[src/rtl/core/pscp_pkg.sv]
package pscp_pkg;

	localparam int NUM_SLOTS = 4;

	localparam logic [5:0] PERIOD_PIXELS = 6'd50;
	localparam logic [5:0] FIRST_PIXEL   = 6'd1;
	localparam logic [2:0] MAX_CHANNELS  = 3'd4;
	localparam logic [1:0] PHASE_LAST    = 2'd2;
	localparam logic [1:0] PHASE_FIRST   = 2'd0;
	localparam logic [7:0] WHITE_VALUE   = 8'd0;

	localparam logic       ADDR_PER_STRING = 1'b0;

	typedef struct packed {
		logic       frame_start;
		logic [1:0] cycle_phase;
		logic       string_start;
		logic [2:0] channels_per_node;
		logic       white_last;
		logic [7:0] level_on;
		logic [7:0] level_off;
	} pscp_item_t;

	typedef struct packed {
		logic [7:0] value;
		logic       we;
		logic       last;
	} pscp_byte_t;

	typedef struct packed {
		pscp_byte_t [NUM_SLOTS-1:0] slot;
		logic [2:0]                 count;
	} pscp_pixel_t;

	typedef struct packed {
		logic [5:0] pos;
		logic [1:0] phase;
	} pscp_state_t;

	function automatic logic [1:0] phase_advance(input logic [1:0] phase);
		logic [1:0] nxt;
		unique case (phase)
			2'd0:    nxt = 2'd1;
			2'd1:    nxt = 2'd2;
			2'd2:    nxt = 2'd0;
			default: nxt = 2'd1;
		endcase
		return nxt;
	endfunction

	function automatic logic [1:0] phase_load(input logic [1:0] cycle_phase);
		return (cycle_phase > PHASE_LAST) ? PHASE_FIRST : cycle_phase;
	endfunction

	// A color channel is lit when channel index plus phase is 1 modulo 3.
	function automatic logic is_lit(input logic [1:0] chan, input logic [1:0] phase);
		logic [2:0] sum;
		sum = {1'b0, chan} + {1'b0, phase};
		return (sum == 3'd1) || (sum == 3'd4);
	endfunction

	function automatic logic is_decade(input logic [5:0] pos);
		return (pos == 6'd10) || (pos == 6'd20) || (pos == 6'd30) ||
			(pos == 6'd40) || (pos == 6'd50) || (pos == 6'd60);
	endfunction

endpackage

[src/rtl/core/pscp_if.sv]
interface pscp_in_if;
	logic       valid;
	logic       ready;
	logic       frame_start;
	logic [1:0] cycle_phase;
	logic       string_start;
	logic [2:0] channels_per_node;
	logic       white_last;
	logic [7:0] level_on;
	logic [7:0] level_off;

	modport source (
		output valid, frame_start, cycle_phase, string_start, channels_per_node,
			white_last, level_on, level_off,
		input  ready
	);
	modport sink (
		input  valid, frame_start, cycle_phase, string_start, channels_per_node,
			white_last, level_on, level_off,
		output ready
	);
endinterface

interface pscp_out_if;
	logic       valid;
	logic       ready;
	logic [7:0] channel_value;
	logic       write_enable;
	logic       last_of_pixel;

	modport source (
		output valid, channel_value, write_enable, last_of_pixel,
		input  ready
	);
	modport sink (
		input  valid, channel_value, write_enable, last_of_pixel,
		output ready
	);
endinterface

[src/rtl/core/pscp_pixel.sv]
module pscp_pixel (
	input  pscp_pkg::pscp_item_t  item,
	input  pscp_pkg::pscp_state_t cur,
	input  logic                  per_string,
	output pscp_pkg::pscp_pixel_t pix,
	output pscp_pkg::pscp_state_t nxt
);

	logic       restart;
	logic [1:0] ph0;
	logic [5:0] pos0;
	logic       full;
	logic [2:0] n;
	logic       has_white;
	logic [2:0] kk;
	logic [1:0] ci;
	logic [7:0] color;

	always_comb begin
		restart   = item.frame_start | (item.string_start & per_string);
		ph0       = restart ? pscp_pkg::phase_load(item.cycle_phase) : cur.phase;
		pos0      = restart ? pscp_pkg::FIRST_PIXEL : cur.pos;
		full      = (pos0 == pscp_pkg::PERIOD_PIXELS);
		n         = (item.channels_per_node > pscp_pkg::MAX_CHANNELS) ?
			pscp_pkg::MAX_CHANNELS : item.channels_per_node;
		has_white = (n == pscp_pkg::MAX_CHANNELS);
		kk        = 3'd0;
		ci        = 2'd0;
		color     = 8'd0;
		pix.count = n;

		for (int k = 0; k < pscp_pkg::NUM_SLOTS; k++) begin
			kk = 3'(k);
			ci = (has_white && !item.white_last) ? 2'(k - 1) : 2'(k);
			color = pscp_pkg::is_lit(ci, ph0) ? item.level_on : item.level_off;
			if (full) begin
				pix.slot[k].value = item.level_on;
				pix.slot[k].we    = 1'b1;
				pix.slot[k].last  = (kk == n - 3'd1);
			end else if (has_white && !item.white_last) begin
				pix.slot[k].value = (kk == 3'd0) ? pscp_pkg::WHITE_VALUE : color;
				pix.slot[k].we    = (kk != 3'd0);
				pix.slot[k].last  = (kk == 3'd3);
			end else if (has_white) begin
				pix.slot[k].value = (kk == 3'd3) ? pscp_pkg::WHITE_VALUE : color;
				pix.slot[k].we    = (kk != 3'd3);
				pix.slot[k].last  = (kk == 3'd3);
			end else begin
				pix.slot[k].value = color;
				pix.slot[k].we    = 1'b1;
				pix.slot[k].last  = (kk == n - 3'd1);
			end
		end

		if (full) begin
			nxt.phase = pscp_pkg::phase_advance(ph0);
			nxt.pos   = pscp_pkg::FIRST_PIXEL;
		end else begin
			nxt.phase = pscp_pkg::is_decade(pos0) ? pscp_pkg::phase_advance(ph0) : ph0;
			nxt.pos   = pos0 + 6'd1;
		end
	end

endmodule

[src/rtl/core/pscp_serializer.sv]
module pscp_serializer (
	input  logic                  clk,
	input  logic                  arst_n,
	input  logic                  load,
	input  pscp_pkg::pscp_pixel_t pix,
	output logic                  free,
	pscp_out_if.source            byte_out
);

	pscp_pkg::pscp_byte_t [pscp_pkg::NUM_SLOTS-1:0] buf_q;
	logic [2:0] rem_q;
	logic       fire;

	assign fire = byte_out.valid & byte_out.ready;
	assign free = (rem_q == 3'd0) || ((rem_q == 3'd1) && fire);

	assign byte_out.valid         = (rem_q != 3'd0);
	assign byte_out.channel_value = buf_q[0].value;
	assign byte_out.write_enable  = buf_q[0].we;
	assign byte_out.last_of_pixel = buf_q[0].last;

	always_ff @(posedge clk or negedge arst_n) begin
		if (!arst_n) begin
			rem_q <= 3'd0;
		end else if (load) begin
			rem_q <= pix.count;
		end else if (fire) begin
			rem_q <= rem_q - 3'd1;
		end
	end

	always_ff @(posedge clk) begin
		if (load) begin
			buf_q <= pix.slot;
		end else if (fire) begin
			for (int k = 0; k < pscp_pkg::NUM_SLOTS - 1; k++) begin
				buf_q[k] <= buf_q[k+1];
			end
		end
	end

endmodule

[src/rtl/core/pixel_string_count_pattern_unit.sv]
// Each pixel word is held in a register stage until the byte serializer can load it.
// Throughput: one byte per cycle while byte_out.ready is high; a pixel yields as many bytes
// as its channel count (clamped to four); the next pixel loads as its last byte is taken.
// Reset: arst_n clears the pixel position to 1, the color phase to 0,
// the per-string restart register to 0 and all valid flags.
module pixel_string_count_pattern_unit (
	input  logic        clk,
	input  logic        arst_n,
	pscp_in_if.sink     pixel_in,
	pscp_out_if.source  byte_out,
	input  logic        psel,
	input  logic        penable,
	input  logic        pwrite,
	input  logic [2:0]  paddr,
	input  logic [31:0] pwdata,
	output logic [31:0] prdata,
	output logic        pready
);

	logic                  per_string_q;
	logic                  valid_s1;
	pscp_pkg::pscp_item_t  item_s1;
	pscp_pkg::pscp_state_t state_q;
	pscp_pkg::pscp_state_t state_nxt;
	pscp_pkg::pscp_pixel_t pix;
	logic                  ser_free;
	logic                  load;
	logic                  in_fire;

	assign pready = 1'b1;
	assign prdata = (paddr[2] == pscp_pkg::ADDR_PER_STRING) ? {31'd0, per_string_q} : 32'd0;

	always_ff @(posedge clk or negedge arst_n) begin
		if (!arst_n) begin
			per_string_q <= 1'b0;
		end else if (psel && penable && pwrite && pready &&
				paddr[2] == pscp_pkg::ADDR_PER_STRING) begin
			per_string_q <= pwdata[0];
		end
	end

	assign load           = valid_s1 & ser_free;
	assign pixel_in.ready = !valid_s1 || ser_free;
	assign in_fire        = pixel_in.valid & pixel_in.ready;

	always_ff @(posedge clk or negedge arst_n) begin
		if (!arst_n) begin
			valid_s1      <= 1'b0;
			state_q.pos   <= pscp_pkg::FIRST_PIXEL;
			state_q.phase <= pscp_pkg::PHASE_FIRST;
		end else begin
			if (in_fire) begin
				valid_s1 <= 1'b1;
			end else if (load) begin
				valid_s1 <= 1'b0;
			end
			if (load) begin
				state_q <= state_nxt;
			end
		end
	end

	always_ff @(posedge clk) begin
		if (in_fire) begin
			item_s1.frame_start       <= pixel_in.frame_start;
			item_s1.cycle_phase       <= pixel_in.cycle_phase;
			item_s1.string_start      <= pixel_in.string_start;
			item_s1.channels_per_node <= pixel_in.channels_per_node;
			item_s1.white_last        <= pixel_in.white_last;
			item_s1.level_on          <= pixel_in.level_on;
			item_s1.level_off         <= pixel_in.level_off;
		end
	end

	pscp_pixel u_pixel (
		.item       (item_s1),
		.cur        (state_q),
		.per_string (per_string_q),
		.pix        (pix),
		.nxt        (state_nxt)
	);

	pscp_serializer u_serializer (
		.clk      (clk),
		.arst_n   (arst_n),
		.load     (load),
		.pix      (pix),
		.free     (ser_free),
		.byte_out (byte_out)
	);

`ifndef SYNTHESIS
	a_pos_range: assert property (@(posedge clk) disable iff (!arst_n)
		state_q.pos != 6'd0 && state_q.pos <= pscp_pkg::PERIOD_PIXELS)
		else $error("pixel position out of range");

	a_phase_range: assert property (@(posedge clk) disable iff (!arst_n)
		state_q.phase != 2'd3)
		else $error("color phase out of range");

	a_skip_zero: assert property (@(posedge clk) disable iff (!arst_n)
		byte_out.valid && !byte_out.write_enable |->
			byte_out.channel_value == pscp_pkg::WHITE_VALUE)
		else $error("skipped white word carries nonzero value");

	a_hold_pending: assert property (@(posedge clk) disable iff (!arst_n)
		valid_s1 && !load |=> valid_s1)
		else $error("pending pixel lost");
`endif

endmodule

[src/flat_wrapper.sv]
// flat-port wrapper written by rule: the top's interface ports become plain ports
module pixel_string_count_pattern_unit_flat 
  (clk, arst_n, psel, penable, pwrite, paddr, pwdata, prdata, pready, pixel_in_valid, pixel_in_frame_start, pixel_in_cycle_phase, pixel_in_string_start, pixel_in_channels_per_node, pixel_in_white_last, pixel_in_level_on, pixel_in_level_off, pixel_in_ready, byte_out_valid, byte_out_channel_value, byte_out_write_enable, byte_out_last_of_pixel, byte_out_ready);
  pscp_in_if pixel_in_i ();
  pscp_out_if byte_out_i ();
  input  logic clk;
  input  logic arst_n;
  input  logic psel;
  input  logic penable;
  input  logic pwrite;
  input  logic [2:0] paddr;
  input  logic [31:0] pwdata;
  output logic [31:0] prdata;
  output logic pready;
  input wire logic [$bits(pixel_in_i.valid)-1:0] pixel_in_valid;
  input wire logic [$bits(pixel_in_i.frame_start)-1:0] pixel_in_frame_start;
  input wire logic [$bits(pixel_in_i.cycle_phase)-1:0] pixel_in_cycle_phase;
  input wire logic [$bits(pixel_in_i.string_start)-1:0] pixel_in_string_start;
  input wire logic [$bits(pixel_in_i.channels_per_node)-1:0] pixel_in_channels_per_node;
  input wire logic [$bits(pixel_in_i.white_last)-1:0] pixel_in_white_last;
  input wire logic [$bits(pixel_in_i.level_on)-1:0] pixel_in_level_on;
  input wire logic [$bits(pixel_in_i.level_off)-1:0] pixel_in_level_off;
  output wire logic [$bits(pixel_in_i.ready)-1:0] pixel_in_ready;
  output wire logic [$bits(byte_out_i.valid)-1:0] byte_out_valid;
  output wire logic [$bits(byte_out_i.channel_value)-1:0] byte_out_channel_value;
  output wire logic [$bits(byte_out_i.write_enable)-1:0] byte_out_write_enable;
  output wire logic [$bits(byte_out_i.last_of_pixel)-1:0] byte_out_last_of_pixel;
  input wire logic [$bits(byte_out_i.ready)-1:0] byte_out_ready;
  assign pixel_in_i.valid = pixel_in_valid;
  assign pixel_in_i.frame_start = pixel_in_frame_start;
  assign pixel_in_i.cycle_phase = pixel_in_cycle_phase;
  assign pixel_in_i.string_start = pixel_in_string_start;
  assign pixel_in_i.channels_per_node = pixel_in_channels_per_node;
  assign pixel_in_i.white_last = pixel_in_white_last;
  assign pixel_in_i.level_on = pixel_in_level_on;
  assign pixel_in_i.level_off = pixel_in_level_off;
  assign pixel_in_ready = pixel_in_i.ready;
  assign byte_out_valid = byte_out_i.valid;
  assign byte_out_channel_value = byte_out_i.channel_value;
  assign byte_out_write_enable = byte_out_i.write_enable;
  assign byte_out_last_of_pixel = byte_out_i.last_of_pixel;
  assign byte_out_i.ready = byte_out_ready;
  pixel_string_count_pattern_unit u_core (.clk(clk), .arst_n(arst_n), .pixel_in(pixel_in_i), .byte_out(byte_out_i), .psel(psel), .penable(penable), .pwrite(pwrite), .paddr(paddr), .pwdata(pwdata), .prdata(prdata), .pready(pready));
endmodule
[config.mk]
export PLATFORM = sky130hd
export DESIGN_NAME = pixel_string_count_pattern_unit_flat
export DESIGN_NICKNAME = d
export VERILOG_FILES = /design/src/rtl/core/pscp_pkg.sv /design/src/rtl/core/pscp_if.sv /design/src/rtl/core/pscp_pixel.sv /design/src/rtl/core/pscp_serializer.sv /design/src/rtl/core/pixel_string_count_pattern_unit.sv /design/src/flat_wrapper.sv
export SDC_FILE = /design/constraint.sdc
export NUM_CORES = 1
export LEC_CHECK = 0
export BUFFER_PORTS_ARGS = -buffer_cell sky130_fd_sc_hd__buf_2
export CORE_MARGIN = 3
export CORE_UTILIZATION = 57
export CTS_CLUSTER_DIAMETER = 120
export DETAILED_ROUTE_END_ITERATION = 6
export PLACE_DENSITY = 0.85
export SYNTH_ARGS = -nofsm -noshare
export SYNTH_HDL_FRONTEND = slang
export SYNTH_SLANG_ARGS = --single-unit
[constraint.sdc]
create_clock -name clk -period 6.9 [get_ports clk]
set_clock_uncertainty 0.05 [all_clocks]
set_input_delay 1.38 -clock clk [delete_from_list [all_inputs] [get_ports clk]]
set_output_delay 1.38 -clock clk [all_outputs]
set_load 0.01 [all_outputs]
Yosys cells after proc, flatten, opt, wreduce, memory -nomap -nowiden
Cells that the tools add are included.
{"block": "totals", "regBits": 77, "input_bits": 66, "elab_cells": 118}
{"block": "classes", "n_addsub": 7, "magnitude_cmp": 2, "eq_ne": 21, "n_mux": 34, "bitwise_logic": 6, "n_reduce_logical": 24}
{"operator": "10-bit two-way mux", "n": 7}
{"operator": "30-bit two-way mux", "n": 2}
{"operator": "8-bit two-way mux", "n": 5}
{"operator": "6-bit == test, second input constant", "n": 3}
{"operator": "3-bit by 1-bit == test with 1-bit output, second input constant", "n": 5}
{"operator": "3-bit == test, second input constant", "n": 5}
{"operator": "6-bit by 5-bit == test with 1-bit output, second input constant", "n": 2}
{"operator": "1-bit logical OR", "n": 11}
{"operator": "1-bit two-way mux", "n": 10}
{"operator": "2-bit two-way mux", "n": 5}
{"operator": "2-bit by 2-bit adder with 3-bit output", "n": 3}
{"operator": "3-bit two-way mux", "n": 3}
{"operator": "6-bit by 1-bit adder with 6-bit output, second input constant", "n": 1}
{"operator": "2-bit by 3-bit == test with 1-bit output, first input constant", "n": 2}
{"operator": "6-bit by 4-bit == test with 1-bit output, second input constant", "n": 1}
{"operator": "3-bit logical NOT", "n": 2}
{"operator": "6-bit two-way mux", "n": 1}
{"operator": "3-bit by 1-bit subtractor with 3-bit output, second input constant", "n": 2}
{"operator": "1-bit logical AND", "n": 5}
{"operator": "1-bit bitwise AND", "n": 4}
{"operator": "2-bit one-hot mux with 2 select lines", "n": 1}
{"operator": "2-bit nonzero test", "n": 2}
{"operator": "1-bit by 2-bit adder with 3-bit output", "n": 1}
{"operator": "1-bit by 3-bit == test with 1-bit output, first input constant", "n": 1}
{"operator": "other kinds (9)", "n": 10}

Longest topological paths before layout
Gate-level depths: netlist of the first run.
{"block": "logic_depth", "ltp_word": 12, "ltp_mapped": 11}

Hierarchy
From an unflattened synthesis of the first run, not the netlist that was laid out.
{"block": "hier_totals", "hier_cells": 322, "hier_area_um2": 4300.4}
{"mod": "pscp_serializer", "instances": 1, "cells_per_inst": 109, "area_per_inst_um2": 1873.0}
{"mod": "pixel_string_count_pattern_unit", "instances": 1, "cells_per_inst": 84, "area_per_inst_um2": 1365.1}
{"mod": "pscp_pixel", "instances": 1, "cells_per_inst": 129, "area_per_inst_um2": 1062.3}

Worst setup path after synthesis of the first run
Ideal clock, no wire load.
{"block": "synth_timing", "path_type": "input -> output", "from": "in byte_out_ready", "to": "out pixel_in_ready", "t_arrival_ps": 1810, "required_ps": 5470, "setup_slack_ps": 3660, "stages": 2, "path_cell_list": "a21oi_1 -> o21ai_0"}
{"block": "synth_between", "elab_chain_cells": 4}
{"item": "from (decl)", "line_no": "flat_wrapper.sv:28", "rtl": "input wire logic [$bits(byte_out_i.ready)-1:0] byte_out_ready;"}
{"item": "1-bit bitwise AND", "line_no": "pscp_serializer.sv:14", "rtl": "assign fire = byte_out.valid & byte_out.ready;"}
{"item": "1-bit logical AND", "line_no": "pscp_serializer.sv:15", "rtl": "assign free = (rem_q == 3'd0) || ((rem_q == 3'd1) && fire);"}
{"item": "1-bit logical OR", "line_no": "pscp_serializer.sv:15"}
{"item": "1-bit logical OR", "line_no": "pixel_string_count_pattern_unit.sv:43", "rtl": "assign pixel_in.ready = !valid_s1 || ser_free;"}
{"item": "to (decl)", "line_no": "flat_wrapper.sv:23", "rtl": "output wire logic [$bits(pixel_in_i.ready)-1:0] pixel_in_ready;"}
Every way passes these cells.

Final worst setup path of the first run
Same ends and word-level chain as after synthesis.

==> impl_metrics.tcl, run 1 <==
set metrics [dict create \
    cp_max_fo 12 \
    clkPwrFrac_pct 15.4 \
    die-area_um2 8580 \
    peakVddDrop_v 0.000367 \
    drc 0 \
    cts_buffer_depth 2 \
    cpPeakStageDelay_ns 0.84 \
    crit_chain "buf_2 > a21oi_1 > o21ai_0 > buf_2" \
    wl_mm 7.84 \
    ys_types 59 \
    worst_path_most_repeated_cell "buf_2" \
    clk_pin_slew_worst_paths_ns 0.08 \
    synth_most_common_cell "edfxtp_1" \
    switching_power_uw 814 \
    post_cts_buffers 0 \
    via_count 2871 \
    power_density_nw_per_um2 470 \
    synth-seq-area-share_pct 52.5 \
    startpoint_type "input pin" \
    routabilityCongestion 0.790 \
    dr.first_iter.drc_count 221 \
    outcome "completed" \
    leakage_uw 0.00186 \
    grt_max_degree 51 \
    hold-worst-slack_ns 0.472 \
    core_area_um2 7020 \
    cts_made_buffers 9 \
    grt_pass1_wl_mm 13.1 \
    hold_viol 0 \
    cts_num_sinks 77 \
    arrival_ns 2.84 \
    setup_viol 0 \
    yosysTopAreaCellShare_pct 44.9 \
    start_util_pct 61.0 \
    synthFlopType "edfxtp_1" \
    synth_commonest_cells "edfxtp_1, buf_4, nand2_1" \
    syn_area_um2 4280 \
    cts_root_buf "clkbuf_8" \
    combPwrFrac_pct 42.3 \
    post-dp-hpwl_mm 5.54 \
    crit_type "input pin to output pin" \
    synth-seq-cells 77 \
    cpMaxStageDelayCell "a21oi_1" \
    overflow 0 \
    fin_nets 478 \
    vias_per_cell 5.78 \
    dieWidth_um 92.6 \
    hold_class "flip-flop to flip-flop" \
    synth_edf_count 64 \
    syn_area_per_cell_um2 11.7 \
    p_seq_share_pct 42.3 \
    required_ns 5.47 \
    finalCritPeriodShare_pct 61.8 \
    maxCapViolCount 0 \
    cts_tree "yes" \
    io_pins 111 \
    drive_gt1_share_pct 19.0 \
    synthToLayoutAreaGrowth_pct 6.14 \
    worst_pin_slew_ns 1.08 \
    ctsResizeCount 0 \
    synthesis.instances 367 \
    crit_family "compound AO/OA/AOI/OAI gates" \
    crit_path_end_kind "output pin" \
    antenna_found_initial 0 \
    ys_warn_count 0 \
    yosys.area.top_type "edfxtp_1" \
    diodes 0 \
    rsz0062_at_grt "false" \
    htreeDepth 3 \
    synthTopCellsByArea "edfxtp_1, buf_4, dfrtp_1, ha_1, nand2_1" \
    rows 30 \
    fmax_mhz 234 \
    port_buffers 45 \
    min_period_ns 4.27 \
    ctsHoldBuffers 0 \
    clock_latency_ns 0.35 \
    final_antenna_net_count 0 \
    wl_per_cell_um 15.8 \
    drv_slew 0 \
    setup_tns_ns 0 \
    synth_async_sr_flop_share_pct 16.9 \
    internal_power_uw 1320 \
    power_switching_share_pct 38.2 \
    relSlewSlack_pct 28.2 \
    grt_pass1_vias 2749 \
    grt_usage_pct 19.5 \
    cp_num_buf_inv 2 \
    firstDrtPassIters 4 \
    die_height_um 92.6 \
]
==> path summary, 6_finish.rpt <==
| check | start | end | slack (ns) | cells after the start |
|---|---|---|---|---|
| hold reg to reg | u_core.u_serializer.buf_q[21] | u_core.u_serializer.buf_q[11] | 0.47 | 1 |
| setup / recovery | byte_out_ready | pixel_in_ready | 2.63 | 4 |
| max in group asynchronous | arst_n | u_core.state_q[2] | 5.62 | 1 |
| setup reg to reg | u_core.per_string_q | u_core.u_serializer.buf_q[25] | 3.29 | 7 |
| hold / removal | u_core.u_serializer.buf_q[21] | u_core.u_serializer.buf_q[11] | 0.47 | 1 |
| min in group asynchronous | arst_n | u_core.valid_s1 | 0.87 | 1 |
==> layout make-up <==
class / count / area [um^2]
clock inverters: 6 / 62.6
well taps: 96 / 120
inverters: 11 / 41.3
multi-input cells: 251 / 1710
repair buffers: 47 / 240
fillers: 516 / 2480
flip-flops and latches: 77 / 2250
clock buffers: 9 / 124
==> logic make-up after synthesis <==
logic type,count (synthesis),share of synthesized area (%)
AO/OA/AOI/OAI,70,12.4
other,2,0.176
multiplexers,12,2.89
flip-flops,77,52.5
adder cells (fa/ha/maj),15,4.39
AND/OR/NAND/NOR,115,16.0
XOR/XNOR,7,1.43
buffers and inverters,69,10.2
==> registers in the layout, indices dropped and copies added, names as in the netlist <==
| register | flops |
|---|---|
| u_core.per_string_q | 1 |
| u_core.u_serializer.byte_out.channel_value | 8 |
| u_core.valid_s1 | 1 |
| u_core.state_q | 8 |
| u_core.item_s1 | 24 |
| u_core.u_serializer.rem_q | 3 |
| u_core.u_serializer.buf_q | 30 |
| u_core.u_serializer.byte_out.last_of_pixel | 1 |
| u_core.u_serializer.byte_out.write_enable | 1 |
==> power by group through the flow <==
stage	clock, uW	sequential [uW]	combinational, uW
finish	328	902	903
global route	353	922	1010
CTS	332	899	905
detailed placement	0	909	898
global placement	0	896	852
floorplan	0	875	769
==> worst register-to-register path: cells and delay by family (launching register included) <==
family | cells | cell delay (ns)
compound gates | 3 | 1.51
fa+ha+maj | 1 | 0.52
flops | 1 | 0.41
simple gates | 3 | 0.88
==> cells in the final DEF, fill, tap and decap left out, drive strengths merged, types with 4 or more instances in the layout <==
cell type	n
o311ai	8
nand2	33
a21oi	5
and2	11
nand3b	5
clkinv	4
conb	32
o21ai	22
edfxtp	64
clkbuf	9
buf	47
a221o	8
xor2	5
mux2i	9
inv	12
dfrtp	12
a22o	8
a21o	4
nor3b	10
nand4	9
nand2b	7
nand3	14
ha	15
nor2b	4
==> layer usage <==
metal	vias up	global-route usage [%]	share of wire [%]
met3	16	4.31	7.7
met2	135	30.5	49
li1	1358	-	-
met5	-	0	0
met1	1362	26.1	41
met4	0	9.16	2.2
==> per-stage QoR <==
step	std cells	util (%)	cell area (um^2)	power [uW]	worst slack, ns
floorplan	397	-	4390	1640	3.66
global placement	482	62.0	4360	1750	2.75
detailed placement	482	62.0	4360	1810	2.70
CTS	497	64.7	4540	2140	2.68
global route	497	64.7	4540	2290	2.47
finish	497	64.7	4540	2130	2.63
(Power assumes the default switching activity.)
==> run 2: changes to the inputs <==
--- a/config.mk
+++ b/config.mk
@@ -5,12 +5,13 @@
 export SDC_FILE = /design/constraint.sdc
 export NUM_CORES = 1
 export LEC_CHECK = 0
+export ABC_AREA = 1
 export BUFFER_PORTS_ARGS = -buffer_cell sky130_fd_sc_hd__buf_2
 export CORE_MARGIN = 3
-export CORE_UTILIZATION = 57
+export CORE_UTILIZATION = 48
 export CTS_CLUSTER_DIAMETER = 120
 export DETAILED_ROUTE_END_ITERATION = 6
-export PLACE_DENSITY = 0.85
+export PLACE_DENSITY = 0.76
 export SYNTH_ARGS = -nofsm -noshare
 export SYNTH_HDL_FRONTEND = slang
 export SYNTH_SLANG_ARGS = --single-unit
==> constraint.sdc (replaced) <==
create_clock -name clk -period 3.9 [get_ports clk]
set_clock_uncertainty 0.05 [all_clocks]
set_input_delay 0.78 -clock clk [delete_from_list [all_inputs] [get_ports clk]]
set_output_delay 0.78 -clock clk [all_outputs]
set_load 0.01 [all_outputs]
==> run 2 against run 1 <==
Against the previous run: clock power increased by 94%; via count rose by 9.7%; setup slack got worse by 1.8 ns; largest power group unchanged; critical path depth up 9; sequential cell count unchanged; count of clock-buffer cells in the layout up 1; global-route usage decreased by 2.3 points; sequential power rose by 71%; synthesized cell count grew 24%; critical path type is now flip-flop to flip-flop; die area is 20% higher; highest routed layer unchanged.
==> impl_metrics.tcl, run 2 <==
set metrics [dict create \
    outcome "completed" \
    final_cell_mix "nand2_1, edfxtp_1, buf_2" \
    ys_types 37 \
    cts_root_buf "clkbuf_8" \
    clkPwrFrac_pct 16.6 \
    drv_slew 0 \
    p_seq_share_pct 40.2 \
    dr.first_iter.drc_count 177 \
    r2r-start "u_core.per_string_q" \
    largest_register "u_core.u_serializer.buf_q" \
    synth_commonest_cells "nand2_1, edfxtp_1, buf_4" \
    cp_max_fo 9 \
    grt_max_degree 48 \
    rsz0062_at_grt "false" \
    crit_path_end_kind "flip-flop" \
    leakage_uw 0.00215 \
    via_count 3150 \
    pre_cts_ws_ns 0.846 \
    cts_tree "yes" \
    htreeDepth 3 \
    routabilityCongestion 0.853 \
    power_density_nw_per_um2 825 \
    start_util_pct 49.8 \
    relSlewSlack_pct 37.2 \
    fin_ws_ns 0.799 \
    synth-seq-cells 77 \
    ctsResizeCount 0 \
    finalPower_uw 3840 \
    rows 34 \
    rr_endpoint "u_core.u_serializer.buf_q[24]" \
    crit_chain "nand2_2 > nand2_1 > o21ai_0 > inv_1 > ha_1 > nor2_1 > nor2_1 > xor2_1 > nand2_1 > nand2_2 > nand2_1 > nand3_1 > nand2_1" \
    required_ns 3.94 \
    placed_area_um2 4450 \
    r2r_slack_ns 0.80 \
    hold_viol 0 \
    finalCritPeriodShare_pct 79.5 \
    grt_usage_pct 17.2 \
    final_common_cell "nand2_1" \
    min_period_ns 3.10 \
    yosys.area.top_type "edfxtp_1" \
    post-dp-hpwl_mm 5.62 \
    fmax_mhz 322 \
    synthTopCellsByArea "edfxtp_1, nand2_1, buf_4, dfrtp_1, ha_1" \
    postLayoutCellArea_um2 4650 \
    ys_warn_count 0 \
    maxCapViolCount 0 \
    synth_async_sr_flop_share_pct 16.9 \
    final_antenna_net_count 0 \
    drive_gt1_share_pct 17.1 \
    synth_edf_count 64 \
    synth-seq-area-share_pct 51.5 \
    startpoint_type "flip-flop" \
    synthToLayoutAreaGrowth_pct 6.71 \
    fin_nets 572 \
    yosysTopAreaCellShare_pct 44.1 \
    cts_num_sinks 77 \
    synthesis.instances 456 \
    cts_buffer_depth 2 \
    clk_pin_slew_worst_paths_ns 0.08 \
    io_pins 111 \
    wl_mm 8.44 \
    worstRegToRegCells 13 \
    crit_type "flip-flop to flip-flop" \
    top_regs "u_core.u_serializer.buf_q x30, u_core.item_s1 x24" \
    cpPeakStageDelay_ns 0.45 \
    combPwrFrac_pct 43.2 \
    cts_made_buffers 9 \
    diodes 0 \
    drc 0 \
    firstDrtPassIters 4 \
    peakVddDrop_v 0.000356 \
    vias_per_cell 5.22 \
    cp_num_buf_inv 1 \
    port_buffers 45 \
    grt_pass1_wl_mm 13.8 \
    largest_reg_flops 30 \
    synth_most_common_cell "nand2_1" \
    setup_viol 0 \
    cpMaxStageDelayCell "o21ai_0" \
    worst_pin_slew_ns 0.941 \
    grt_pass1_vias 2944 \
    synthFlopType "edfxtp_1" \
    die_height_um 101 \
    hold_class "input pin to asynchronous set/reset pin" \
    die-area_um2 10300 \
    syn_area_um2 4360 \
    dieWidth_um 101 \
    post-route-util_pct 53.1 \
    switching_power_uw 1540 \
    antenna_found_initial 0 \
    clock_latency_ns 0.34 \
    overflow 0 \
    core_area_um2 8760 \
    internal_power_uw 2300 \
    wl_per_cell_um 14.0 \
    setup_tns_ns 0 \
    worst_path_most_repeated_cell "nand2_1" \
    crit_family "simple AND/OR/NAND/NOR gates" \
    post_cts_buffers 0 \
    ctsHoldBuffers 0 \
    power_switching_share_pct 40.0 \
    arrival_ns 3.14 \
    syn_area_per_cell_um2 9.57 \
]
-- run 2: changes by cell type in the layout (fill, tap and decap cells not counted), moves of 11 or more --
cell     change
a21oi_1     +22
inv_1       +31
nor2_1      +22
nand2_1     +68
and2_1      -11
-- run 2: cells by family (layout without fill, tap and decap cells) --
group	after synthesis	after routing	synth area share [%]
AO/OA/AOI/OAI	82	82	11.2
XOR/XNOR	8	8	1.61
adder cells (fa/ha/maj)	15	15	4.30
buffers and inverters	101	111	13.5
flip-flops	77	77	51.5
other	2	32	0.172
AND/OR/NAND/NOR	171	171	17.7
-- run 2: worst register-to-register path, stage by stage, from the launching register on --
cell	delay, ns
dfrtp_1	0.40
nand2_2	0.15
nand2_1	0.16
o21ai_0	0.45
inv_1	0.19
ha_1	0.35
nor2_1	0.06
nor2_1	0.11
xor2_1	0.17
nand2_1	0.26
nand2_2	0.27
nand2_1	0.08
nand3_1	0.07
nand2_1	0.08
-- run 2: power groups by stage --
stage / registers (uW) / clock network (uW) / logic [uW]
floorplan: 1530 / 0 / 1360
detailed placement: 1560 / 0 / 1660
global placement: 1550 / 0 / 1580
finish: 1540 / 637 / 1660
CTS: 1540 / 646 / 1670
global route: 1580 / 684 / 1890
-- run 2: per-layer routing --
metal	track usage [%]	vias up	wire (um)
met4	6.03	0	87
met3	3.79	7	461
met1	21.3	1500	3590
li1	-	1541	-
met2	29.6	102	4300
met5	0	-	0
-- run 2: final cells by class --
cell class	instances	area (um^2)
Tap cell	108	135
Inverter	46	173
Clock buffer	10	128
Fill cell	750	4110
Sequential cell	77	2250
Multi-Input combinational cell	308	1640
Clock inverter	6	77.6
Timing Repair Buffer	49	255
-- run 2: how the worst max path moves through the flow --
stage | end | start | cells past startpoint
after floorplan | u_core.u_serializer.buf_q[38] | u_core.item_s1[19] | 11
after global routing | u_core.u_serializer.buf_q[27] | u_core.per_string_q | 13
after detailed placement | u_core.u_serializer.buf_q[24] | u_core.per_string_q | 13
after CTS | u_core.u_serializer.buf_q[24] | u_core.per_string_q | 13
after global placement | u_core.u_serializer.buf_q[28] | u_core.per_string_q | 13
final | u_core.u_serializer.buf_q[24] | u_core.per_string_q | 13
-- run 2: metrics by stage --
step,instances,hold WS [ns]
2_1_floorplan,486,0.394
3_3_place_gp,588,0.409
3_5_place_dp,588,0.435
4_1_cts,604,0.268
5_1_grt,604,0.272
6_report,604,0.268
